--- src/hw/rtl/rcs_pkg.sv ---
// ----------------------------------------------------------------------------
// RIFF chunk sparsifier package
// Constants, command word type and helper functions shared by the core.
// ----------------------------------------------------------------------------
package rcs_pkg;

   localparam int DELTA_SPAN   = 16;
   localparam int TAIL_BYTES   = 4096;
   localparam int HIDX_W       = (DELTA_SPAN > 1) ? $clog2(DELTA_SPAN) : 1;
   localparam int TAIL_W       = $clog2(TAIL_BYTES + 1);
   localparam int TAIL_COUNT_W = 13;
   localparam int POS_W        = 48;
   localparam int SUB_W        = 4;

   localparam int FIFO_DEPTH   = 4;
   localparam int FIFO_PTR_W   = $clog2(FIFO_DEPTH);

   localparam int CSR_ADDR_W   = 4;
   localparam int CSR_DATA_W   = 64;
   localparam int CSR_IDX_BIT  = 3;
   localparam logic REG_FILE_SIZE = 1'b0;

   localparam logic [2:0] HDR_BYTES_LAST = 3'd7;
   localparam logic [3:0] HDR_TAIL_N = (TAIL_BYTES < 8) ? 4'(TAIL_BYTES) : 4'd8;

   localparam logic [31:0] ID_JUNK = 32'h4B4E554A;
   localparam logic [31:0] ID_LIST = 32'h5453494C;
   localparam logic [31:0] ID_RIFF = 32'h46464952;

   localparam logic [1:0] KIND_RECORD = 2'd0;
   localparam logic [1:0] KIND_DATA   = 2'd1;
   localparam logic [1:0] KIND_TAIL   = 2'd2;
   localparam logic [1:0] KIND_STATUS = 2'd3;

   typedef enum logic [2:0] {
      OP_NONE     = 3'd0,
      OP_RECORD   = 3'd1,
      OP_DATA     = 3'd2,
      OP_TAIL     = 3'd3,
      OP_HDR_TAIL = 3'd4
   } op_type;

   typedef struct packed {
      op_type                    op;
      logic [63:0]               data;
      logic [3:0]                count;
      logic                      fin;
      logic                      fin_err;
      logic [POS_W-1:0]          fin_stop;
      logic [TAIL_COUNT_W-1:0]   fin_tail;
   } cmd_type;

   typedef struct packed {
      logic    valid;
      cmd_type cmd;
   } word_type;

   function automatic logic is_printable(input logic [7:0] c);
      return c inside {[8'h20:8'h7E]};
   endfunction

   function automatic logic is_digit(input logic [7:0] c);
      return c inside {[8'h30:8'h39]};
   endfunction

endpackage

--- src/hw/rtl/rcs_queue.sv ---
// ----------------------------------------------------------------------------
// RIFF chunk sparsifier command queue
// Short FIFO of command words between the parser and the result sequencer.
// ----------------------------------------------------------------------------
module rcs_queue (
   input  logic              clock,
   input  logic              reset,
   input  rcs_pkg::word_type push,
   input  logic              pop,
   output logic              full,
   output rcs_pkg::word_type head
);

   rcs_pkg::cmd_type                mem_ff [rcs_pkg::FIFO_DEPTH];
   logic [rcs_pkg::FIFO_PTR_W-1:0]  wr_ptr_ff, wr_ptr_in;
   logic [rcs_pkg::FIFO_PTR_W-1:0]  rd_ptr_ff, rd_ptr_in;
   logic [rcs_pkg::FIFO_PTR_W:0]    cnt_ff, cnt_in;
   logic                            push_en, pop_en;

   always_comb begin
      push_en = push.valid && !full;
      pop_en  = pop && (cnt_ff != '0);
      wr_ptr_in = wr_ptr_ff;
      rd_ptr_in = rd_ptr_ff;
      if (push_en) begin
         wr_ptr_in = (wr_ptr_ff == rcs_pkg::FIFO_PTR_W'(rcs_pkg::FIFO_DEPTH - 1)) ?
                     '0 : wr_ptr_ff + 1'b1;
      end
      if (pop_en) begin
         rd_ptr_in = (rd_ptr_ff == rcs_pkg::FIFO_PTR_W'(rcs_pkg::FIFO_DEPTH - 1)) ?
                     '0 : rd_ptr_ff + 1'b1;
      end
      cnt_in = cnt_ff + {{rcs_pkg::FIFO_PTR_W{1'b0}}, push_en}
                      - {{rcs_pkg::FIFO_PTR_W{1'b0}}, pop_en};
   end

   always_ff @(posedge clock) begin
      if (reset) begin
         wr_ptr_ff <= '0;
         rd_ptr_ff <= '0;
         cnt_ff    <= '0;
      end else begin
         wr_ptr_ff <= wr_ptr_in;
         rd_ptr_ff <= rd_ptr_in;
         cnt_ff    <= cnt_in;
      end
   end

   always_ff @(posedge clock) begin
      if (push_en) begin
         mem_ff[wr_ptr_ff] <= push.cmd;
      end
   end

   assign full       = (cnt_ff == (rcs_pkg::FIFO_PTR_W + 1)'(rcs_pkg::FIFO_DEPTH));
   assign head.valid = (cnt_ff != '0);
   assign head.cmd   = mem_ff[rd_ptr_ff];

endmodule

--- src/hw/rtl/rcs_front.sv ---
// ----------------------------------------------------------------------------
// RIFF chunk sparsifier parser
// Accepts source bytes, walks the chunk structure and issues command words.
// Also holds the file size register behind the APB-style port.
// ----------------------------------------------------------------------------
module rcs_front (
   input  logic                            clock,
   input  logic                            reset,
   input  logic                            req_valid,
   input  logic [7:0]                      req_data_byte,
   output logic                            req_stall,
   input  logic                            csr_psel,
   input  logic                            csr_penable,
   input  logic                            csr_pwrite,
   input  logic [rcs_pkg::CSR_ADDR_W-1:0]  csr_paddr,
   input  logic [rcs_pkg::CSR_DATA_W-1:0]  csr_pwdata,
   output logic [rcs_pkg::CSR_DATA_W-1:0]  csr_prdata,
   output logic                            csr_pready,
   input  logic                            q_full,
   output rcs_pkg::word_type               push
);

   typedef enum logic [5:0] {
      PH_HEADER = 6'b000001,
      PH_SKIP   = 6'b000010,
      PH_PASS   = 6'b000100,
      PH_DELTA  = 6'b001000,
      PH_TAIL   = 6'b010000,
      PH_DONE   = 6'b100000
   } phase_type;

   phase_type                        phase_ff, phase_in;
   logic [rcs_pkg::POS_W-1:0]        fs_ff, fs_in;
   logic [rcs_pkg::POS_W-1:0]        pos_ff, pos_in;
   logic [63:0]                      hdr_ff, hdr_in;
   logic [2:0]                       hcnt_ff, hcnt_in;
   logic [32:0]                      rem_ff, rem_in;
   logic [rcs_pkg::POS_W-1:0]        hstart_ff, hstart_in;
   logic [rcs_pkg::POS_W:0]          hend_ff, hend_in;
   logic [rcs_pkg::TAIL_W-1:0]       tail_ff, tail_in;
   logic [rcs_pkg::HIDX_W-1:0]       hidx_ff, hidx_in;
   logic [7:0]                       hist_ff [rcs_pkg::DELTA_SPAN];

   logic                             csr_wr, accept, work, pos_done, hist_clr, hist_we;
   logic [rcs_pkg::POS_W-1:0]        new_pos;
   logic [63:0]                      shift_new;
   logic [31:0]                      id, len;
   logic                             hdr_ok, is_skip, is_form;
   logic [32:0]                      rounded;
   logic [rcs_pkg::TAIL_W-1:0]       tail_next;

   assign csr_pready = 1'b1;
   assign csr_wr     = csr_psel && csr_penable && csr_pwrite && csr_pready &&
                       (csr_paddr[rcs_pkg::CSR_IDX_BIT] == rcs_pkg::REG_FILE_SIZE);
   assign csr_prdata = (csr_paddr[rcs_pkg::CSR_IDX_BIT] == rcs_pkg::REG_FILE_SIZE) ?
                       rcs_pkg::CSR_DATA_W'(fs_ff) : '0;
   assign fs_in      = csr_wr ? csr_pwdata[rcs_pkg::POS_W-1:0] : fs_ff;

   assign req_stall = q_full;
   assign accept    = req_valid && !q_full;
   assign work      = accept && (phase_ff != PH_DONE);

   always_comb begin
      new_pos   = pos_ff + 1'b1;
      pos_done  = (new_pos >= fs_ff);
      shift_new = {req_data_byte, hdr_ff[63:8]};
      id        = shift_new[31:0];
      len       = shift_new[63:32];
      hdr_ok    = rcs_pkg::is_printable(id[7:0])   && rcs_pkg::is_printable(id[15:8]) &&
                  rcs_pkg::is_printable(id[23:16]) && rcs_pkg::is_printable(id[31:24]) &&
                  !(({1'b0, hend_ff} + 50'(len)) > {2'b00, fs_ff});
      is_skip   = (id == rcs_pkg::ID_JUNK) ||
                  (rcs_pkg::is_digit(id[7:0]) && rcs_pkg::is_digit(id[15:8]));
      is_form   = (id == rcs_pkg::ID_LIST) || (id == rcs_pkg::ID_RIFF);
      rounded   = {1'b0, len} + {32'd0, len[0]};
      tail_next = tail_ff + 1'b1;

      phase_in  = phase_ff;
      pos_in    = pos_ff;
      hdr_in    = hdr_ff;
      hcnt_in   = hcnt_ff;
      rem_in    = rem_ff;
      hstart_in = hstart_ff;
      hend_in   = hend_ff;
      tail_in   = tail_ff;
      hidx_in   = hidx_ff;
      hist_clr  = 1'b0;
      hist_we   = 1'b0;
      push      = '0;
      push.cmd.op = rcs_pkg::OP_NONE;

      if (work) begin
         pos_in = new_pos;
         case (phase_ff)
            PH_HEADER: begin
               if (hcnt_ff == '0) begin
                  hstart_in = pos_ff;
                  hend_in   = {1'b0, pos_ff} + (rcs_pkg::POS_W + 1)'(8);
               end
               hdr_in  = shift_new;
               hcnt_in = hcnt_ff + 1'b1;
               if (hcnt_ff == rcs_pkg::HDR_BYTES_LAST) begin
                  if (!hdr_ok) begin
                     if (!pos_done) begin
                        push.cmd.op    = rcs_pkg::OP_HDR_TAIL;
                        push.cmd.data  = shift_new;
                        push.cmd.count = rcs_pkg::HDR_TAIL_N;
                        tail_in        = rcs_pkg::TAIL_W'(rcs_pkg::HDR_TAIL_N);
                        phase_in       = PH_TAIL;
                        if (int'(rcs_pkg::HDR_TAIL_N) >= rcs_pkg::TAIL_BYTES) begin
                           push.cmd.fin      = 1'b1;
                           push.cmd.fin_err  = 1'b1;
                           push.cmd.fin_stop = hstart_ff;
                           push.cmd.fin_tail =
                              rcs_pkg::TAIL_COUNT_W'(rcs_pkg::HDR_TAIL_N);
                           phase_in          = PH_DONE;
                        end
                     end else begin
                        push.cmd.fin      = 1'b1;
                        push.cmd.fin_stop = hstart_ff;
                        phase_in          = PH_DONE;
                     end
                  end else begin
                     push.cmd.op   = rcs_pkg::OP_RECORD;
                     push.cmd.data = shift_new;
                     if (is_skip) begin
                        rem_in   = rounded;
                        phase_in = (rounded == '0) ? PH_HEADER : PH_SKIP;
                     end else if (is_form) begin
                        rem_in   = 33'd4;
                        phase_in = PH_PASS;
                     end else begin
                        rem_in   = rounded;
                        hist_clr = 1'b1;
                        hidx_in  = '0;
                        phase_in = (rounded == '0) ? PH_HEADER : PH_DELTA;
                     end
                  end
               end
            end
            PH_SKIP: begin
               rem_in = rem_ff - 1'b1;
               if (rem_ff == 33'd1) begin
                  phase_in = PH_HEADER;
               end
            end
            PH_PASS: begin
               push.cmd.op   = rcs_pkg::OP_DATA;
               push.cmd.data = 64'(req_data_byte);
               rem_in        = rem_ff - 1'b1;
               if (rem_ff == 33'd1) begin
                  phase_in = PH_HEADER;
               end
            end
            PH_DELTA: begin
               push.cmd.op   = rcs_pkg::OP_DATA;
               push.cmd.data = 64'(req_data_byte - hist_ff[hidx_ff]);
               hist_we       = 1'b1;
               hidx_in       = (hidx_ff == rcs_pkg::HIDX_W'(rcs_pkg::DELTA_SPAN - 1)) ?
                               '0 : hidx_ff + 1'b1;
               rem_in        = rem_ff - 1'b1;
               if (rem_ff == 33'd1) begin
                  phase_in = PH_HEADER;
               end
            end
            PH_TAIL: begin
               push.cmd.op   = rcs_pkg::OP_TAIL;
               push.cmd.data = 64'(req_data_byte);
               tail_in       = tail_next;
               if ((tail_next >= rcs_pkg::TAIL_W'(rcs_pkg::TAIL_BYTES)) || pos_done) begin
                  push.cmd.fin      = 1'b1;
                  push.cmd.fin_err  = 1'b1;
                  push.cmd.fin_stop = hstart_ff;
                  push.cmd.fin_tail = rcs_pkg::TAIL_COUNT_W'(tail_next);
                  phase_in          = PH_DONE;
               end
            end
            default: begin
               phase_in = PH_DONE;
            end
         endcase

         if ((phase_in != PH_DONE) && (phase_in != PH_TAIL) && pos_done) begin
            push.cmd.fin      = 1'b1;
            push.cmd.fin_err  = 1'b0;
            push.cmd.fin_tail = '0;
            push.cmd.fin_stop = ((phase_in == PH_HEADER) && (hcnt_in != '0)) ?
                                hstart_in : new_pos;
            phase_in          = PH_DONE;
         end
         push.valid = (push.cmd.op != rcs_pkg::OP_NONE) || push.cmd.fin;
      end
   end

   always_ff @(posedge clock) begin
      if (reset) begin
         phase_ff <= PH_HEADER;
         fs_ff    <= '0;
         pos_ff   <= '0;
         hcnt_ff  <= '0;
         tail_ff  <= '0;
         hidx_ff  <= '0;
      end else begin
         phase_ff <= phase_in;
         fs_ff    <= fs_in;
         pos_ff   <= pos_in;
         hcnt_ff  <= hcnt_in;
         tail_ff  <= tail_in;
         hidx_ff  <= hidx_in;
      end
   end

   always_ff @(posedge clock) begin
      hdr_ff    <= hdr_in;
      rem_ff    <= rem_in;
      hstart_ff <= hstart_in;
      hend_ff   <= hend_in;
      if (hist_clr) begin
         for (int i = 0; i < rcs_pkg::DELTA_SPAN; i++) begin
            hist_ff[i] <= '0;
         end
      end else if (hist_we) begin
         hist_ff[hidx_ff] <= req_data_byte;
      end
   end

endmodule

--- src/hw/rtl/rcs_back.sv ---
// ----------------------------------------------------------------------------
// RIFF chunk sparsifier result sequencer
// Expands queued command words into result words for the registered result
// channel, one per cycle while rsp_stall does not hold a pending word.
// ----------------------------------------------------------------------------
module rcs_back (
   input  logic                               clock,
   input  logic                               reset,
   input  rcs_pkg::word_type                  head,
   output logic                               pop,
   output logic                               rsp_valid,
   input  logic                               rsp_stall,
   output logic [1:0]                         rsp_kind,
   output logic [7:0]                         rsp_out_byte,
   output logic [31:0]                        rsp_chunk_id,
   output logic [31:0]                        rsp_chunk_length,
   output logic [rcs_pkg::POS_W-1:0]          rsp_stop_position,
   output logic                               rsp_had_error,
   output logic [rcs_pkg::TAIL_COUNT_W-1:0]   rsp_tail_count,
   output logic                               rsp_last
);

   logic [rcs_pkg::SUB_W-1:0]               sub_ff, sub_in;
   logic                                    valid_ff, valid_in;
   logic [1:0]                              kind_ff, kind_in;
   logic [7:0]                              byte_ff, byte_in;
   logic [31:0]                             id_ff, id_in;
   logic [31:0]                             len_ff, len_in;
   logic [rcs_pkg::POS_W-1:0]               stop_ff, stop_in;
   logic                                    err_ff, err_in;
   logic [rcs_pkg::TAIL_COUNT_W-1:0]        tc_ff, tc_in;
   logic                                    last_ff, last_in;
   logic [rcs_pkg::SUB_W-1:0]               main_n, total;
   logic                                    load, step;

   always_comb begin
      case (head.cmd.op)
         rcs_pkg::OP_NONE:     main_n = '0;
         rcs_pkg::OP_HDR_TAIL: main_n = head.cmd.count;
         default:              main_n = rcs_pkg::SUB_W'(1);
      endcase
      total   = main_n + {{(rcs_pkg::SUB_W-1){1'b0}}, head.cmd.fin};
      load    = !valid_ff || !rsp_stall;
      step    = head.valid && load;
      last_in = (sub_ff == total - 1'b1);
      pop     = step && last_in;
      sub_in  = sub_ff;
      if (step) begin
         sub_in = last_in ? '0 : sub_ff + 1'b1;
      end
      valid_in = step || (valid_ff && rsp_stall);

      kind_in = rcs_pkg::KIND_STATUS;
      byte_in = '0;
      id_in   = '0;
      len_in  = '0;
      stop_in = '0;
      err_in  = 1'b0;
      tc_in   = '0;
      if (sub_ff < main_n) begin
         case (head.cmd.op)
            rcs_pkg::OP_RECORD: begin
               kind_in = rcs_pkg::KIND_RECORD;
               id_in   = head.cmd.data[31:0];
               len_in  = head.cmd.data[63:32];
            end
            rcs_pkg::OP_DATA: begin
               kind_in = rcs_pkg::KIND_DATA;
               byte_in = head.cmd.data[7:0];
            end
            rcs_pkg::OP_TAIL: begin
               kind_in = rcs_pkg::KIND_TAIL;
               byte_in = head.cmd.data[7:0];
            end
            rcs_pkg::OP_HDR_TAIL: begin
               kind_in = rcs_pkg::KIND_TAIL;
               byte_in = head.cmd.data[{sub_ff[2:0], 3'b000} +: 8];
            end
            default: begin
               kind_in = rcs_pkg::KIND_STATUS;
            end
         endcase
      end else begin
         kind_in = rcs_pkg::KIND_STATUS;
         stop_in = head.cmd.fin_stop;
         err_in  = head.cmd.fin_err;
         tc_in   = head.cmd.fin_tail;
      end
   end

   always_ff @(posedge clock) begin
      if (reset) begin
         sub_ff   <= '0;
         valid_ff <= 1'b0;
      end else begin
         sub_ff   <= sub_in;
         valid_ff <= valid_in;
      end
   end

   always_ff @(posedge clock) begin
      if (step) begin
         kind_ff <= kind_in;
         byte_ff <= byte_in;
         id_ff   <= id_in;
         len_ff  <= len_in;
         stop_ff <= stop_in;
         err_ff  <= err_in;
         tc_ff   <= tc_in;
         last_ff <= last_in;
      end
   end

   assign rsp_valid         = valid_ff;
   assign rsp_kind          = kind_ff;
   assign rsp_out_byte      = byte_ff;
   assign rsp_chunk_id      = id_ff;
   assign rsp_chunk_length  = len_ff;
   assign rsp_stop_position = stop_ff;
   assign rsp_had_error     = err_ff;
   assign rsp_tail_count    = tc_ff;
   assign rsp_last          = last_ff;

endmodule

--- src/hw/rtl/riff_chunk_sparsifier_core.sv ---
// ----------------------------------------------------------------------------
// RIFF chunk sparsifier core
// Walks a RIFF source one byte per word and emits chunk records, delta-coded
// payload bytes, raw tail bytes and a final status.
//
// The req channel carries one source byte per word; a word is taken at a
// clock edge with req_valid high and req_stall low. The rsp channel carries
// one result word per transfer, with rsp_last on the final result caused by
// a source byte. Program file_size over the csr port while the core is idle.
// A byte is taken every cycle while the command queue has room. Its first
// result is queued and then registered before it shows on rsp_valid. Results
// leave at one per cycle while rsp_stall is low; a bad header gives eight
// results from one byte, so the input may stall while the result sequencer
// works through them. When the receiver holds rsp_stall, the result register
// keeps its word, the four-entry command queue fills, and req_stall rises.
// A synchronous reset clears the walk to header gathering at offset zero,
// sets file_size to zero and empties the queue and the result register.
// ----------------------------------------------------------------------------
module riff_chunk_sparsifier_core (
   input  logic                               clock,
   input  logic                               reset,
   input  logic                               req_valid,
   output logic                               req_stall,
   input  logic [7:0]                         req_data_byte,
   output logic                               rsp_valid,
   input  logic                               rsp_stall,
   output logic [1:0]                         rsp_kind,
   output logic [7:0]                         rsp_out_byte,
   output logic [31:0]                        rsp_chunk_id,
   output logic [31:0]                        rsp_chunk_length,
   output logic [rcs_pkg::POS_W-1:0]          rsp_stop_position,
   output logic                               rsp_had_error,
   output logic [rcs_pkg::TAIL_COUNT_W-1:0]   rsp_tail_count,
   output logic                               rsp_last,
   input  logic                               csr_psel,
   input  logic                               csr_penable,
   input  logic                               csr_pwrite,
   input  logic [rcs_pkg::CSR_ADDR_W-1:0]     csr_paddr,
   input  logic [rcs_pkg::CSR_DATA_W-1:0]     csr_pwdata,
   output logic [rcs_pkg::CSR_DATA_W-1:0]     csr_prdata,
   output logic                               csr_pready
);

   rcs_pkg::word_type push;
   rcs_pkg::word_type head;
   logic              q_full;
   logic              pop;

   rcs_front u_front (
      .clock         (clock),
      .reset         (reset),
      .req_valid     (req_valid),
      .req_data_byte (req_data_byte),
      .req_stall     (req_stall),
      .csr_psel      (csr_psel),
      .csr_penable   (csr_penable),
      .csr_pwrite    (csr_pwrite),
      .csr_paddr     (csr_paddr),
      .csr_pwdata    (csr_pwdata),
      .csr_prdata    (csr_prdata),
      .csr_pready    (csr_pready),
      .q_full        (q_full),
      .push          (push)
   );

   rcs_queue u_queue (
      .clock (clock),
      .reset (reset),
      .push  (push),
      .pop   (pop),
      .full  (q_full),
      .head  (head)
   );

   rcs_back u_back (
      .clock             (clock),
      .reset             (reset),
      .head              (head),
      .pop               (pop),
      .rsp_valid         (rsp_valid),
      .rsp_stall         (rsp_stall),
      .rsp_kind          (rsp_kind),
      .rsp_out_byte      (rsp_out_byte),
      .rsp_chunk_id      (rsp_chunk_id),
      .rsp_chunk_length  (rsp_chunk_length),
      .rsp_stop_position (rsp_stop_position),
      .rsp_had_error     (rsp_had_error),
      .rsp_tail_count    (rsp_tail_count),
      .rsp_last          (rsp_last)
   );

endmodule

--- config.mk ---
export PLATFORM = sky130hd
export DESIGN_NAME = riff_chunk_sparsifier_core
export DESIGN_NICKNAME = d
export VERILOG_FILES = /design/src/hw/rtl/rcs_pkg.sv /design/src/hw/rtl/rcs_queue.sv /design/src/hw/rtl/rcs_front.sv /design/src/hw/rtl/rcs_back.sv /design/src/hw/rtl/riff_chunk_sparsifier_core.sv
export SDC_FILE = /design/constraint.sdc
export NUM_CORES = 2
export LEC_CHECK = 0
export BUFFER_PORTS_ARGS = -buffer_cell sky130_fd_sc_hd__buf_4
export CORE_ASPECT_RATIO = 0.9
export CORE_MARGIN = 1
export CORE_UTILIZATION = 50
export DETAILED_ROUTE_END_ITERATION = 10
export HOLD_SLACK_MARGIN = 0.05
export MAX_ROUTING_LAYER = met4
export PLACE_DENSITY = 0.74
export SYNTH_ARGS = -nofsm -noshare
export SYNTH_HDL_FRONTEND = slang
export SYNTH_SLANG_ARGS = --single-unit
--- constraint.sdc ---
create_clock -name clock -period 27.3 [get_ports clock]
set_input_delay 1.365 -clock clock [delete_from_list [all_inputs] [get_ports clock]]
set_output_delay 1.365 -clock clock [all_outputs]
set_load 0.01 [all_outputs]
==> impl_metrics.json <==
{
  "synth_xor_area_share_pct": 4.03,
  "drc": 0,
  "dieHeight_um": 311,
  "synthFlopType": "edfxtp_1",
  "max_slew_margin_pct": 18.7,
  "cp-end-kind": "register",
  "fill_cells": 8188,
  "clkSinkCount": 1115,
  "utilization_pct": 57.1,
  "cp_cell_sequence": "ha_1 -> fa_1 -> a211oi_1 -> o211ai_1 -> a41oi_1 -> o21ai_1 -> o21a_1 -> nor2_1 -> o21ai_1 -> a21oi_1 -> a311oi_1 -> xor2_1 -> ha_1 -> nand4_1 -> or2_1 -> or4b_1 -> o31ai_1 -> nand2b_1 -> o311a_1 -> and3_1 -> o41a_1 -> and2_4 -> buf_4 -> buf_4",
  "drtIter0Drc": 4088,
  "cts_tree": "done",
  "num_rows": 112,
  "grt_start_max_net_pins": 96,
  "die-area_um2": 107000,
  "cp.depth": 24,
  "crit_arrival_ps": 9300,
  "p_clk_share_pct": 31.9,
  "first_global_vias": 32300,
  "holdPathStages": 2,
  "post-route-period-util_pct": 33.0,
  "antenna_found_initial": 8,
  "p_switching_w": 0.00143,
  "ys_seq_area_share_pct": 60.5,
  "fin_skew_ps": 61.4,
  "synth_mux_area_share_pct": 9.05,
  "max_freq_mhz": 111,
  "gr-total-overflow": 0,
  "synth-seq-cells": 1115,
  "synth_cell_types": 84,
  "power_density_nw_per_um2": 81.3,
  "io_buffers": 250,
  "required_ps": 27600,
  "grtUsageTotal_pct": 25.4,
  "comb_power_share_pct": 22.5,
  "final_cells": 5713,
  "numCtsBuffers": 112,
  "crit_buf_inv": 2,
  "swShare_pct": 29.5,
  "worstRegToRegCells": 24,
  "pwr-share-seq_pct": 45.6,
  "tightest_slew_ps": 1210,
  "critPathKind": "register to register",
  "wl_per_cell_um": 23.5,
  "cts_setup_buffers": 0,
  "ctsHoldBuffers": 0,
  "area_growth_pct": 12.4,
  "synth_top_family_by_area": "simple AND/OR/NAND/NOR gates",
  "start_util_pct": 50.8,
  "hold_viol_final": 0,
  "async_reset_ff_share_pct": 0,
  "finalSetupViolCount": 0,
  "syn_inst": 4105,
  "cts_max_path_buffers": 3,
  "synthAdderAreaFrac_pct": 3.86,
  "drt-total-wl_mm": 134,
  "synth_top_area_cell": "edfxtp_1",
  "cap_violations": 0,
  "cpPeakStageDelay_ps": 730,
  "rsz0062_at_grt": "no",
  "synth_compound_area_share_pct": 6.68,
  "slowest_stage": "buf_4",
  "critical-path-top-delay-family": "compound AO/OA/AOI/OAI gates",
  "yosysWarnings": 0,
  "clkLatencyLatePin_ps": 730,
  "die_w_um": 345,
  "dp_cells": 5506,
  "synth_top_area_share_pct": 55.2,
  "ys_top_cells_by_area": "edfxtp_1, mux4_2, dfxtp_1",
  "slew_viol_final": 0,
  "power.internal_w": 0.00342,
  "firstDrtPassIters": 6,
  "min_period_ps": 9000,
  "core_area_um2": 104000,
  "dp_slack_ps": 17940,
  "ant_nets": 0,
  "setup_tns_ps": 0,
  "gp_congestion": 0.944,
  "pin_count": 287,
  "cts-root-buf": "clkbuf_16",
  "syn_area_um2": 53000,
  "clk_pin_slew_worst_paths_ps": 60,
  "post-dp-hpwl_mm": 91.5,
  "ctsResizeCount": 0,
  "grt_pass1_wl_mm": 202,
  "fin_nets": 4497,
  "synth.avg_cell_area_um2": 12.9,
  "synth_simple_gate_area_share_pct": 13.0,
  "cts_htree_levels": 3,
  "cp_max_fo": 51,
  "ir_drop_v": 0.0000756,
  "synth_edf_count": 975,
  "num_vias": 34400,
  "vias_per_cell": 6.03,
  "status": "finished, final reports clean",
  "worst_slack_ps": 18300,
  "layout-drive-gt1-share_pct": 15.6,
  "worstSetupStartpointType": "register",
  "hold_class": "register to register",
  "p_leak_nw": 20.5
}
## registers in the layout (all words and copies together), names as in the netlist, 48 cells and up, named ones only
register,cells
u_queue.mem_ff,524
u_front.hist_ff,128
u_front.hdr_ff,56
u_front.hend_ff,49
u_back.rsp_stop_position,48
u_front.fs_ff,48
u_front.hstart_ff,48
u_front.pos_ff,48
## cell usage after synthesis (28+ instances only)
library cell	instances
nand3_1	84
nand4_1	62
or3_1	38
xnor2_1	131
inv_1	97
edfxtp_1	975
nand2_1	456
o2bb2ai_1	47
mux2i_1	59
nor2_1	252
and3_1	33
buf_1	29
a21o_1	32
xor2_1	113
ha_1	159
mux4_2	186
a21oi_1	229
dfxtp_1	140
nor3_1	82
and2_1	251
o22ai_1	28
o21ai_0	83
clkbuf_1	203
## cell type report
type,count,area [um^2],area share [%]
clock inverters,63,762,1.28
inverters,102,388,0.650
diodes,3,7.51,0.0126
repair buffers,291,2180,3.66
clock buffers,141,2940,4.93
well taps,1368,1710,2.87
multi-input cells,2630,19600,32.8
flip-flops and latches,1115,32100,53.8
## cells by family after synthesis
logic type,after synthesis
AO/OA/AOI/OAI,564
XOR/XNOR,244
adder cells (fa/ha/maj),162
buffers and inverters,375
flip-flops,1115
multiplexers,247
other,2
AND/OR/NAND/NOR,1396
## power by group through the flow
| stage | Combinational, W | Clock, W | Sequential, W |
|---|---|---|---|
| after floorplan | 0.000691 | 0 | 0.00225 |
| after global placement | 0.00107 | 0 | 0.00224 |
| after detailed placement | 0.00109 | 0 | 0.00225 |
| after CTS | 0.00109 | 0.00157 | 0.00222 |
| after global routing | 0.00118 | 0.00163 | 0.00223 |
| final | 0.00109 | 0.00155 | 0.00221 |
## cell usage in the layout (no fill, tap or decap), types with 26 or more instances in the layout
cell type / n
xor2_1: 113
inv_1: 94
and3_1: 33
a21oi_1: 227
buf_4: 291
o21ai_0: 82
dfxtp_1: 137
clkbuf_1: 26
nand4_1: 62
a21o_1: 31
clkbuf_16: 112
o2bb2ai_1: 47
nor2_1: 250
ha_1: 159
nand3_1: 84
mux4_2: 186
nand2_1: 456
edfxtp_1: 975
or3_1: 38
mux2i_1: 59
nor3_1: 82
o22ai_1: 28
xnor2_1: 131
and2_1: 247
## worst reg2reg max path: stages, from the launching register on
cell	delay [ps]
edfxtp_1	610
ha_1	320
fa_1	430
a211oi_1	310
o211ai_1	200
a41oi_1	390
o21ai_1	240
o21a_1	230
nor2_1	180
o21ai_1	170
a21oi_1	210
a311oi_1	130
xor2_1	180
ha_1	300
nand4_1	130
or2_1	310
or4b_1	560
o31ai_1	290
nand2b_1	150
o311a_1	430
and3_1	230
o41a_1	480
and2_4	620
buf_4	670
buf_4	770
## metrics by stage
step	hold slack, ps	cell area [um^2]	total power (W)
final	452	59600	0.00485
after global routing	469	59600	0.00505
after CTS	454	59600	0.00488
after detailed placement	447	55900	0.00334
after global placement	441	55900	0.00331
after floorplan	406	53100	0.00295
## path summary, 6_finish.rpt
check,from,to,slack [ps]
worst max-delay path,u_front.hdr_ff[40]$_DFFE_PP_,u_queue.mem_ff[2][48]$_DFFE_PP_,18300
worst min-delay path,u_front.fs_ff[8]$_SDFFE_PP0P_,u_front.fs_ff[8]$_SDFFE_PP0P_,450
worst max register to register,u_front.hdr_ff[40]$_DFFE_PP_,u_queue.mem_ff[2][48]$_DFFE_PP_,18300
worst min register to register,u_front.fs_ff[8]$_SDFFE_PP0P_,u_front.fs_ff[8]$_SDFFE_PP0P_,450
## per-layer routing
layer | track usage [%] | wire [um] | vias up
li1 | - | - | 15500
met3 | 3.72 | 12300 | 179
met2 | 35.9 | 58800 | 1622
met4 | 5.33 | 2420 | 0
met1 | 38.8 | 60500 | 17100
met5 | - | 0 | -
Note: power is estimated with default switching activity, not from simulation.
